--- src/hdl/wav_pcm_header_parser_unit_macros.svh ---
// Assertion macros shared by the WAV header parser modules.
// Needs only the clock and reset names passed in by the caller.
`ifndef WAV_PCM_HEADER_PARSER_UNIT_MACROS_SVH
`define WAV_PCM_HEADER_PARSER_UNIT_MACROS_SVH

// same-cycle implication
`define WPP_ASSERT_NOW(label, clk, rst_n, ante, cons) \
  label: assert property (@(posedge clk) disable iff (!rst_n) (ante) |-> (cons)) \
    else $error("wpp assertion failed");

// next-cycle implication
`define WPP_ASSERT_NEXT(label, clk, rst_n, ante, cons) \
  label: assert property (@(posedge clk) disable iff (!rst_n) (ante) |=> (cons)) \
    else $error("wpp assertion failed");

`endif

--- src/hdl/wpp_pkg.sv ---
// Package for the WAV header parser: layout constants, status codes,
// item/result types and the fixed-byte lookup. No dependencies.
package wpp_pkg;

  localparam int HDR_BYTES = 44;
  localparam int POS_W     = $clog2(HDR_BYTES + 1);
  localparam logic [POS_W-1:0] POS_IDLE = POS_W'(HDR_BYTES);

  localparam logic [15:0] BITS_8  = 16'd8;
  localparam logic [15:0] BITS_16 = 16'd16;

  typedef enum logic [1:0] {
    ST_OK    = 2'd0,
    ST_BAD   = 2'd1,
    ST_SIZE  = 2'd2,
    ST_TRUNC = 2'd3
  } status_t;

  typedef struct packed {
    logic [7:0] data_byte;
    logic       header_start;
    logic       end_of_stream;
  } item_t;

  typedef struct packed {
    status_t     status;
    logic [15:0] channel_count;
    logic        sample_format;
    logic [31:0] sample_rate;
    logic [15:0] bits_per_sample;
  } result_t;

  typedef struct packed {
    logic       check;
    logic [7:0] want;
  } fixed_t;

  function automatic fixed_t fixed_byte(input logic [POS_W-1:0] pos);
    fixed_t f;
    f.check = 1'b1;
    f.want  = 8'h00;
    case (pos)
      POS_W'(0):  f.want = 8'h52;
      POS_W'(1):  f.want = 8'h49;
      POS_W'(2):  f.want = 8'h46;
      POS_W'(3):  f.want = 8'h46;
      POS_W'(8):  f.want = 8'h57;
      POS_W'(9):  f.want = 8'h41;
      POS_W'(10): f.want = 8'h56;
      POS_W'(11): f.want = 8'h45;
      POS_W'(12): f.want = 8'h66;
      POS_W'(13): f.want = 8'h6D;
      POS_W'(14): f.want = 8'h74;
      POS_W'(15): f.want = 8'h20;
      POS_W'(20): f.want = 8'h01;
      POS_W'(21): f.want = 8'h00;
      POS_W'(36): f.want = 8'h64;
      POS_W'(37): f.want = 8'h61;
      POS_W'(38): f.want = 8'h74;
      POS_W'(39): f.want = 8'h61;
      default:    f.check = 1'b0;
    endcase
    return f;
  endfunction

endpackage

--- src/hdl/wpp_in_stage.sv ---
// Input register of the WAV header parser.
// Depends on wpp_pkg and the assertion macros header.
`include "wav_pcm_header_parser_unit_macros.svh"

module wpp_in_stage import wpp_pkg::*; (
  input  logic  clk,
  input  logic  rst_n,
  input  logic  in_valid,
  output logic  in_stall,
  input  item_t in_item,
  input  logic  space_ok,
  output logic  step,
  output item_t item
);

  logic  valid_r, valid_nxt;
  item_t item_r, item_nxt;
  logic  take;

  assign in_stall  = valid_r && !space_ok;
  assign take      = in_valid && !in_stall;
  assign step      = valid_r && space_ok;
  assign valid_nxt = take || (valid_r && !space_ok);
  assign item_nxt  = take ? in_item : item_r;
  assign item      = item_r;

  always_ff @(posedge clk) begin
    if (!rst_n) begin
      valid_r <= 1'b0;
    end else begin
      valid_r <= valid_nxt;
    end
    item_r <= item_nxt;
  end

  `WPP_ASSERT_NEXT(a_held_item_stays, clk, rst_n, valid_r && !space_ok, valid_r && $stable(item_r))

endmodule

--- src/hdl/wpp_parser.sv ---
// Header position tracking, tag checks and field capture.
// Depends on wpp_pkg and the assertion macros header.
`include "wav_pcm_header_parser_unit_macros.svh"

module wpp_parser import wpp_pkg::*; (
  input  logic    clk,
  input  logic    rst_n,
  input  logic    step,
  input  item_t   item,
  output logic    res_valid,
  output result_t res
);

  logic [POS_W-1:0] pos_r, pos_nxt, pos_eff;
  logic             tags_r, tags_nxt, tags_eff;
  logic [15:0]      chan_r, chan_nxt, chan_eff;
  logic [31:0]      rate_r, rate_nxt, rate_eff;
  logic [15:0]      bits_r, bits_nxt, bits_eff;
  fixed_t           fb;

  always_comb begin
    pos_nxt  = pos_r;
    tags_nxt = tags_r;
    chan_nxt = chan_r;
    rate_nxt = rate_r;
    bits_nxt = bits_r;
    pos_eff  = pos_r;
    tags_eff = tags_r;
    chan_eff = chan_r;
    rate_eff = rate_r;
    bits_eff = bits_r;
    fb       = fixed_byte(pos_r);
    res_valid = 1'b0;
    res.status          = ST_TRUNC;
    res.channel_count   = chan_r;
    res.sample_format   = 1'b0;
    res.sample_rate     = rate_r;
    res.bits_per_sample = bits_r;
    if (step) begin
      if (item.end_of_stream) begin
        if (pos_r < POS_IDLE) begin
          pos_nxt   = POS_IDLE;
          res_valid = 1'b1;
        end
      end else begin
        if (item.header_start) begin
          pos_eff  = '0;
          tags_eff = 1'b1;
          chan_eff = '0;
          rate_eff = '0;
          bits_eff = '0;
        end
        if (pos_eff < POS_IDLE) begin
          fb = fixed_byte(pos_eff);
          if (fb.check && (fb.want != item.data_byte)) begin
            tags_eff = 1'b0;
          end
          case (pos_eff)
            POS_W'(22): chan_eff[7:0]   = item.data_byte;
            POS_W'(23): chan_eff[15:8]  = item.data_byte;
            POS_W'(24): rate_eff[7:0]   = item.data_byte;
            POS_W'(25): rate_eff[15:8]  = item.data_byte;
            POS_W'(26): rate_eff[23:16] = item.data_byte;
            POS_W'(27): rate_eff[31:24] = item.data_byte;
            POS_W'(34): bits_eff[7:0]   = item.data_byte;
            POS_W'(35): bits_eff[15:8]  = item.data_byte;
            default: ;
          endcase
          pos_eff = pos_eff + POS_W'(1);
          if (pos_eff == POS_IDLE) begin
            res_valid = 1'b1;
            if (!tags_eff) begin
              res.status = ST_BAD;
            end else if (bits_eff == BITS_8) begin
              res.status = ST_OK;
            end else if (bits_eff == BITS_16) begin
              res.status        = ST_OK;
              res.sample_format = 1'b1;
            end else begin
              res.status = ST_SIZE;
            end
          end
        end
        pos_nxt  = pos_eff;
        tags_nxt = tags_eff;
        chan_nxt = chan_eff;
        rate_nxt = rate_eff;
        bits_nxt = bits_eff;
        res.channel_count   = chan_eff;
        res.sample_rate     = rate_eff;
        res.bits_per_sample = bits_eff;
      end
    end
  end

  always_ff @(posedge clk) begin
    if (!rst_n) begin
      pos_r  <= POS_IDLE;
      tags_r <= 1'b1;
      chan_r <= '0;
      rate_r <= '0;
      bits_r <= '0;
    end else begin
      pos_r  <= pos_nxt;
      tags_r <= tags_nxt;
      chan_r <= chan_nxt;
      rate_r <= rate_nxt;
      bits_r <= bits_nxt;
    end
  end

  `WPP_ASSERT_NOW(a_pos_in_range, clk, rst_n, 1'b1, pos_r <= POS_IDLE)
  `WPP_ASSERT_NEXT(a_idle_after_result, clk, rst_n, res_valid, pos_r == POS_IDLE)
  `WPP_ASSERT_NEXT(a_idle_after_eos, clk, rst_n, step && item.end_of_stream, pos_r == POS_IDLE)

endmodule

--- src/hdl/wpp_out_reg.sv ---
// Result register of the WAV header parser.
// Depends on wpp_pkg and the assertion macros header.
`include "wav_pcm_header_parser_unit_macros.svh"

module wpp_out_reg import wpp_pkg::*; (
  input  logic    clk,
  input  logic    rst_n,
  input  logic    res_valid,
  input  result_t res,
  output logic    space_ok,
  output logic    out_valid,
  input  logic    out_stall,
  output result_t out_res
);

  logic    valid_r, valid_nxt;
  result_t res_r, res_nxt;

  assign space_ok  = !valid_r || !out_stall;
  assign valid_nxt = res_valid || (valid_r && out_stall);
  assign res_nxt   = res_valid ? res : res_r;
  assign out_valid = valid_r;
  assign out_res   = res_r;

  always_ff @(posedge clk) begin
    if (!rst_n) begin
      valid_r <= 1'b0;
    end else begin
      valid_r <= valid_nxt;
    end
    res_r <= res_nxt;
  end

  `WPP_ASSERT_NOW(a_no_overwrite, clk, rst_n, valid_r && out_stall, !res_valid)

endmodule

--- src/hdl/wav_pcm_header_parser_unit.sv ---
// Top level of the WAV PCM header parser: input register, parser, result register.
// Depends on wpp_pkg, wpp_in_stage, wpp_parser and wpp_out_reg.
//
//   channel | direction | handshake           | payload
//   in_     | input     | in_valid / in_stall | data_byte, header_start, end_of_stream
//   out_    | output    | out_valid/out_stall | status, channel_count, sample_format,
//           |           |                     | sample_rate, bits_per_sample
//
// One byte per cycle unless in_stall is high: the input register takes the transfer,
// the parser decodes it, and the result register captures its result for out_valid.
// Reset (rst_n low, synchronous) leaves the parser idle, waiting for header_start.
// A stalled result holds the result register; the input register then holds one
// more byte and in_stall rises until the result transfer happens.
module wav_pcm_header_parser_unit import wpp_pkg::*; (
  input  logic        clk,
  input  logic        rst_n,
  input  logic        in_valid,
  output logic        in_stall,
  input  logic [7:0]  in_data_byte,
  input  logic        in_header_start,
  input  logic        in_end_of_stream,
  output logic        out_valid,
  input  logic        out_stall,
  output logic [1:0]  out_status,
  output logic [15:0] out_channel_count,
  output logic        out_sample_format,
  output logic [31:0] out_sample_rate,
  output logic [15:0] out_bits_per_sample
);

  item_t   in_item, item;
  logic    space_ok, step, res_valid;
  result_t res, out_res;

  assign in_item.data_byte     = in_data_byte;
  assign in_item.header_start  = in_header_start;
  assign in_item.end_of_stream = in_end_of_stream;

  wpp_in_stage u_in_stage (
    .clk      (clk),
    .rst_n    (rst_n),
    .in_valid (in_valid),
    .in_stall (in_stall),
    .in_item  (in_item),
    .space_ok (space_ok),
    .step     (step),
    .item     (item)
  );

  wpp_parser u_parser (
    .clk       (clk),
    .rst_n     (rst_n),
    .step      (step),
    .item      (item),
    .res_valid (res_valid),
    .res       (res)
  );

  wpp_out_reg u_out_reg (
    .clk       (clk),
    .rst_n     (rst_n),
    .res_valid (res_valid),
    .res       (res),
    .space_ok  (space_ok),
    .out_valid (out_valid),
    .out_stall (out_stall),
    .out_res   (out_res)
  );

  assign out_status          = out_res.status;
  assign out_channel_count   = out_res.channel_count;
  assign out_sample_format   = out_res.sample_format;
  assign out_sample_rate     = out_res.sample_rate;
  assign out_bits_per_sample = out_res.bits_per_sample;

endmodule

--- config.mk ---
export PLATFORM = sky130hd
export DESIGN_NAME = wav_pcm_header_parser_unit
export DESIGN_NICKNAME = d
export VERILOG_FILES = /design/src/hdl/wpp_pkg.sv /design/src/hdl/wpp_in_stage.sv /design/src/hdl/wpp_parser.sv /design/src/hdl/wpp_out_reg.sv /design/src/hdl/wav_pcm_header_parser_unit.sv
export VERILOG_INCLUDE_DIRS = /design/src /design/src/hdl
export SDC_FILE = /design/constraint.sdc
export NUM_CORES = 1
export LEC_CHECK = 0
export BUFFER_PORTS_ARGS = -buffer_cell sky130_fd_sc_hd__buf_4
export CAP_MARGIN = 20
export CORE_ASPECT_RATIO = 0.9
export CORE_UTILIZATION = 54
export DETAILED_ROUTE_END_ITERATION = 8
export HOLD_SLACK_MARGIN = 0.15
export PLACE_DENSITY = 0.82
export SYNTH_ARGS = -nofsm -noshare
export SYNTH_HDL_FRONTEND = slang
export SYNTH_SLANG_ARGS = --single-unit
--- constraint.sdc ---
create_clock -name clk -period 5.7 [get_ports clk]
set_clock_uncertainty 0.05 [all_clocks]
set_input_delay 0.57 -clock clk [delete_from_list [all_inputs] [get_ports clk]]
set_output_delay 0.57 -clock clk [all_outputs]
set_load 0.01 [all_outputs]
* Word-level counts from Yosys, hierarchy flattened
Index checks and enable logic that the tools add are counted.
Word-level totals: output and inout bits 69, ROM bits 0, bits in latches 0, memory bits (writable) 0, word-level logic and storage cells 131, input port bits 14, memories kept 0, register bits 150
Cells by class: $add $sub $neg 1, bitwise operators 5, multiply operators 0, multiplexer cells 55, magnitude comparators 2, reduce and logical (&&, ||, !) cells 22, shift operators 0, equality and inequality tests 30, div/mod/pow operators 0
Operator list (number):
- $mux 8 | 17
- $mux 65 | 2
- $pmux 7 s14 | 1
- $mux 16 | 4
- $mux 32 | 2
- $eq 6x4->1 const B | 8
- $eq 6x5->1 const B | 8
- $eq 6x6->1 const B | 7
- $mux 6 | 6
- $mux 1 | 20
- $reduce_or 18->1 | 1
- $eq 16x4->1 const B | 1
- $eq 16x5->1 const B | 1
- $eq 6x2->1 const B | 2
- $lt 6x6->1 const B | 2
- $ne 8x8->1 | 1
- $add 6x1->6 const B | 1
- $eq 6x1->1 const B | 1
- $logic_not 6->1 | 1
- $mux 2 | 3
- $reduce_or 2->1 | 3
- $reduce_or 6->1 | 1
- $logic_and 1x1->1 | 5
- $not 1->1 | 5
- other kinds (6) | 12

* Longest topological paths before layout
depth after elaboration 21, mapped depth 9, mapped depth without buffers 6

* Hierarchy
Synthesis repeated with hierarchy kept, for this count alone.
Second synthesis, totals: cell total of the unflattened synthesis 487, area, all modules 5940.7 µm²
By module, submodules not included:
- wpp_parser | area each 3539.6 µm², seq. area each 1421.4 µm², cells each 401, instances 1
- wpp_out_reg | area each 2047.0 µm², seq. area each 2031.9 µm², cells each 71, instances 1
- wpp_in_stage | area each 354.1 µm², seq. area each 320.3 µm², cells each 15, instances 1

* Worst setup path before layout
Ideal clock, no wire load.
kind register to register, start point register u_in_stage.item_r (netlist bit u_in_stage.item[1]), end point register u_out_reg.res_r (netlist bit u_out_reg.out_res[0]), enable pin, setup time 0.499 ns, arrival time 4.242 ns, path slack 0.909 ns, data required time 5.151 ns, cell stages (with the launch flop) 7, clock period less this slack 4.791 ns, path buffers 2, cell sequence edfxtp_1 > clkbuf_1 > buf_2 > nor2_1 > nand4_1 > o21ai_0 > nor2b_1
Between the ends: word-level cells in the longest chain between the ends 9, elaborated cells on any way between the ends 10, those cells by class add/sub (1); order compare (1); eq/ne (1); mux (7)
Ends and longest elaborated chain:
- from (decl) | RTL line wpp_in_stage.sv:17 | item_t item_r, item_nxt;
- from (signal assigned) | RTL line wpp_in_stage.sv:33 | item_r <= item_nxt;
- $mux 6 (*) | RTL line wpp_parser.sv:46 | if (item.header_start) begin
- $mux 6 (*) | RTL line wpp_parser.sv:40 | if (item.end_of_stream) begin
- $mux 6 (*) | RTL line wpp_parser.sv:39 | if (step) begin
- $add 6x1->6 | RTL line wpp_parser.sv:69 | pos_eff = pos_eff + POS_W'(1);
- $eq 6x6->1 | RTL line wpp_parser.sv:70 | if (pos_eff == POS_IDLE) begin
- $mux 1 | RTL line wpp_parser.sv:70
- $mux 1 (*) | RTL line wpp_parser.sv:53 | if (pos_eff < POS_IDLE) begin
- $mux 1 (*) | RTL line wpp_parser.sv:40
- $mux 1 (*) | RTL line wpp_parser.sv:39
- named net res_valid | RTL line wav_pcm_header_parser_unit.sv:32 | logic space_ok, step, res_valid;
- to (signal assigned) | RTL line wpp_out_reg.sv:31 | res_r <= res_nxt;
- to (decl) | RTL line wpp_out_reg.sv:17 | result_t res_r, res_nxt;
The timed path passes the listed nets; every way through them passes the cells marked *. The select of a mux whose other input is x is not followed. A chain may end at the register's enable or synchronous reset.

* Final worst setup path
start point register u_parser.pos_r[0], end point register u_out_reg.res_r (netlist bit u_out_reg.out_res[17]), enable pin
Between the ends: word-level cells in the longest chain between the ends 9, elaborated cells on any way between the ends 12, those cells by class add/sub (1); order compare (2); eq/ne (1); mux (8)
Ends and longest elaborated chain:
- from (decl) | RTL line wpp_parser.sv:14 | logic [POS_W-1:0] pos_r, pos_nxt, pos_eff;
- from (signal assigned) | RTL line wpp_parser.sv:104 | pos_r <= pos_nxt;
- $mux 6 | RTL line wpp_parser.sv:46
- $mux 6 | RTL line wpp_parser.sv:40
- $mux 6 | RTL line wpp_parser.sv:39
- $add 6x1->6 | RTL line wpp_parser.sv:69
- $eq 6x6->1 | RTL line wpp_parser.sv:70
- $mux 1 | RTL line wpp_parser.sv:70
- $mux 1 | RTL line wpp_parser.sv:53
- $mux 1 (*) | RTL line wpp_parser.sv:40
- $mux 1 (*) | RTL line wpp_parser.sv:39
- named net res_valid | RTL line wav_pcm_header_parser_unit.sv:32
Marks and branches as above.

==> reports/results.ini <==
[cts]
hold_buffers = 0
cts_root_buf = clkbuf_16
clk_pin_slew_worst_paths_ns = 0.06
postCtsResizedCells = 0
clock_latency_ns = 0.42
cts.sinks = 150
cts_tree = built
cts_made_buffers = 17
post_cts_buffers = 0
cts_buffer_depth = 2
h-tree-depth = 4

[detailed_routing]
drcViolationCount = 0
drt-total-wl_um = 13600
vias_per_cell = 5.97
dr.pass1.iters = 6
ant_nets = 0
vias = 4199
routedWlPerCell_um = 19.3
drt-initial-drc-count = 514

[logic_synthesis]
synthArstFlopShare = 0
synthesis.nets = 499
synth_top_area_frac = 0.387
yosysWarningCount = 0
synthCells = 485
syn_area_um2 = 5970
synth_edf_count = 77
avgSynthCellArea_um2 = 12.3
yosys.area.top_type = edfxtp_1
synth.yosys.seq_area_share = 0.632
synth_ff_type = edfxtp_1
synth_seq_cells = 150
synthTopCellsByArea = edfxtp_1, dfxtp_1, a22o_1
synth_cell_type_count = 52

[floorplanning]
ioPinCount = 83
dieArea_um2 = 11500
die_w_um = 113
core_area_um2 = 10800
die_h_um = 102
fp-row-count = 36
start_util = 0.553

[final_layout]
antenna_cells = 0
drive_above_1_share = 0.232
syn_to_final_growth_pct = 22.5
final_cells = 703
nNetsFinal = 571

[worst_hold_path]
hold_class = input pin to flip-flop
whs_path_depth = 1

[run_status]
status = finished, final reports clean

[setup_path]
crit_chain = nand2_1 > nor2_1 > nand4_1 > o21ai_0 > nor2b_4 > buf_12 > buf_4
arrival_ns = 3.00
path_depth = 7
r2r_cells = 7
cp_slowest_cell = dfxtp_1
crit_buf_inv = 2
critical_path.max_stage_delay_ns = 0.60
crit_type = flip-flop to flip-flop
cp-start-kind = flip-flop
crit_path_end_kind = flip-flop
worst_ep_required_time_ns = 5.73
cp_top_family = simple AND/OR/NAND/NOR gates
path_max_fanout = 36

[timing]
max_freq_ghz = 0.337
worst_slack_ns = 2.73
layout_min_cycle_time_ns = 2.97
worst_slew_pin_slew_ns = 0.889
fin_crit_sh = 0.521
fin_tns_setup_ns = 0
relSlewSlack = 0.406
setup_violations = 0
rsz0062_at_grt = false
finalHoldViolCount = 0
slew_violations = 0

[placed_design]
dp_slack_ns = 2.24
globalplace.congestion = 0.904
port_buffers = 82
dp.final_hpwl_um = 8230
dpl.cell_count = 670

[power]
total_power_w = 0.00250
pwr-share-comb = 0.035
switching_share = 0.210
p_int_w = 0.00197
clkPwrFrac = 0.495
power_leakage_nw = 2.73
powerDensity_nw_per_um2 = 341
ir_worst_vdd_mv = 0.258
p_seq_frac = 0.470
switchingPower_w = 0.000524

[grt]
track_usage = 0.252
grt_pass1_vias = 3923
grt_pass1_wl_um = 21400
overflow = 0
grt_max_degree = 75
antenna_found_initial = 0

[job]
drv_cap = 0

## metal layers
| metal | GRT usage | vias to the layer above | wire [um] |
|---|---|---|---|
| met5 | 0 | - | 0 |
| met4 | 0.112 | 0 | 289 |
| met3 | 0.0575 | 21 | 750 |
| met2 | 0.397 | 163 | 6650 |
| met1 | 0.337 | 2062 | 5880 |
| li1 | - | 1953 | - |
## cell usage in the layout, fill, tap and decap left out, types with 4 or more instances in the layout
master and n:
a21oi_1 14, a22o_1 64, a31oi_1 4, and2_1 70, buf_4 84, bufinv_16 5, clkbuf_16 17, dfxtp_1 73
edfxtp_1 77, inv_1 5, nand2_1 12, nand2b_1 6, nand3_1 8, nor2_1 18, nor2b_1 7, nor3_1 4
nor3_2 4, nor4_1 5, o21ai_0 15, o21ai_1 9, o22ai_1 6, xor2_1 4
## cell usage after synthesis, types with 2 or more instances
master and n:
nor4b_1 2, a21oi_1 14, edfxtp_1 77, o211ai_1 2, o22ai_1 6, nor3_2 4, dfxtp_1 73, and2_1 70
nor4_4 2, o22a_1 3, nor2b_1 8, a41oi_1 2, buf_6 2, or2_2 2, clkbuf_1 25, nand3_1 8
nor3b_1 2, a31oi_1 4, o21ai_0 15, o21ai_1 9, a22o_1 64, or4_1 3, xnor2_1 3, o31ai_1 2
buf_1 2, nand2_1 12, nor4_1 5, xor2_1 4, buf_2 3, mux2i_1 3, nand2b_1 6, nor2_1 18
nor3_1 4, inv_1 5, a21boi_0 3, or3_1 2
## per-stage QoR
stage / instance area (um2) / util / hold WS, ns
4_1_cts: 7300 / 0.675 / 0.265
3_3_place_gp: 6640 / 0.614 / 0.420
3_5_place_dp: 6640 / 0.614 / 0.427
6_report: 7320 / 0.677 / 0.274
2_1_floorplan: 5970 / - / 0.388
5_1_grt: 7320 / 0.677 / 0.257
## final cells by class
type	count	area, um2
Sequential cell	150	3770
Fill cell	791	3490
Multi-Input combinational cell	298	2050
Timing Repair Buffer	85	651
Clock buffer	18	439
Clock inverter	14	220
Tap cell	133	166
Inverter	5	18.8
## final timing paths
check | from | endpoint | slack, ns
worst max-delay path | u_parser.pos_r[0] | u_out_reg.out_res[17] | 2.73
worst min-delay path | in_end_of_stream | u_in_stage.item[0] | 0.27
worst max register to register | u_parser.pos_r[0] | u_out_reg.out_res[17] | 2.73
worst min register to register | u_in_stage.valid_r | u_parser.pos_r[4] | 0.46
## power groups by stage
stage	sequential, W	clock [W]	combinational [W]
final	0.00117	0.00124	0.0000874
after global placement	0.00119	0	0.0000847
after global routing	0.00117	0.00129	0.0000956
after CTS	0.00117	0.00125	0.0000868
after floorplan	0.00118	0	0.0000653
after detailed placement	0.00119	0	0.0000859
## registers in the layout, summed over array words and instances (netlist names)
name                 cells
u_in_stage.valid_r       1
u_out_reg.out_res       67
u_parser.pos_r           6
u_in_stage.item         10
u_parser.bits_r         16
u_out_reg.out_valid      1
u_parser.tags_r          1
u_parser.rate_r         32
u_parser.chan_r         16
## worst register-to-register path: cells and delay by family (launching register included)
kind / cells / cell delay, ns
AOI/OAI and AO/OA: 1 / 0.26
buffers and inverters: 2 / 0.65
DFF: 1 / 0.60
and+or+nand+nor: 4 / 1.06
## logic make-up after synthesis
logic type | after synthesis | synth area share
compound gates | 132 | 0.165
xor+xnor | 7 | 0.0103
buf+inv | 37 | 0.0264
flops | 150 | 0.632
mux | 3 | 0.00503
simple gates | 156 | 0.161
Note: power is estimated with default switching activity, not from simulation.
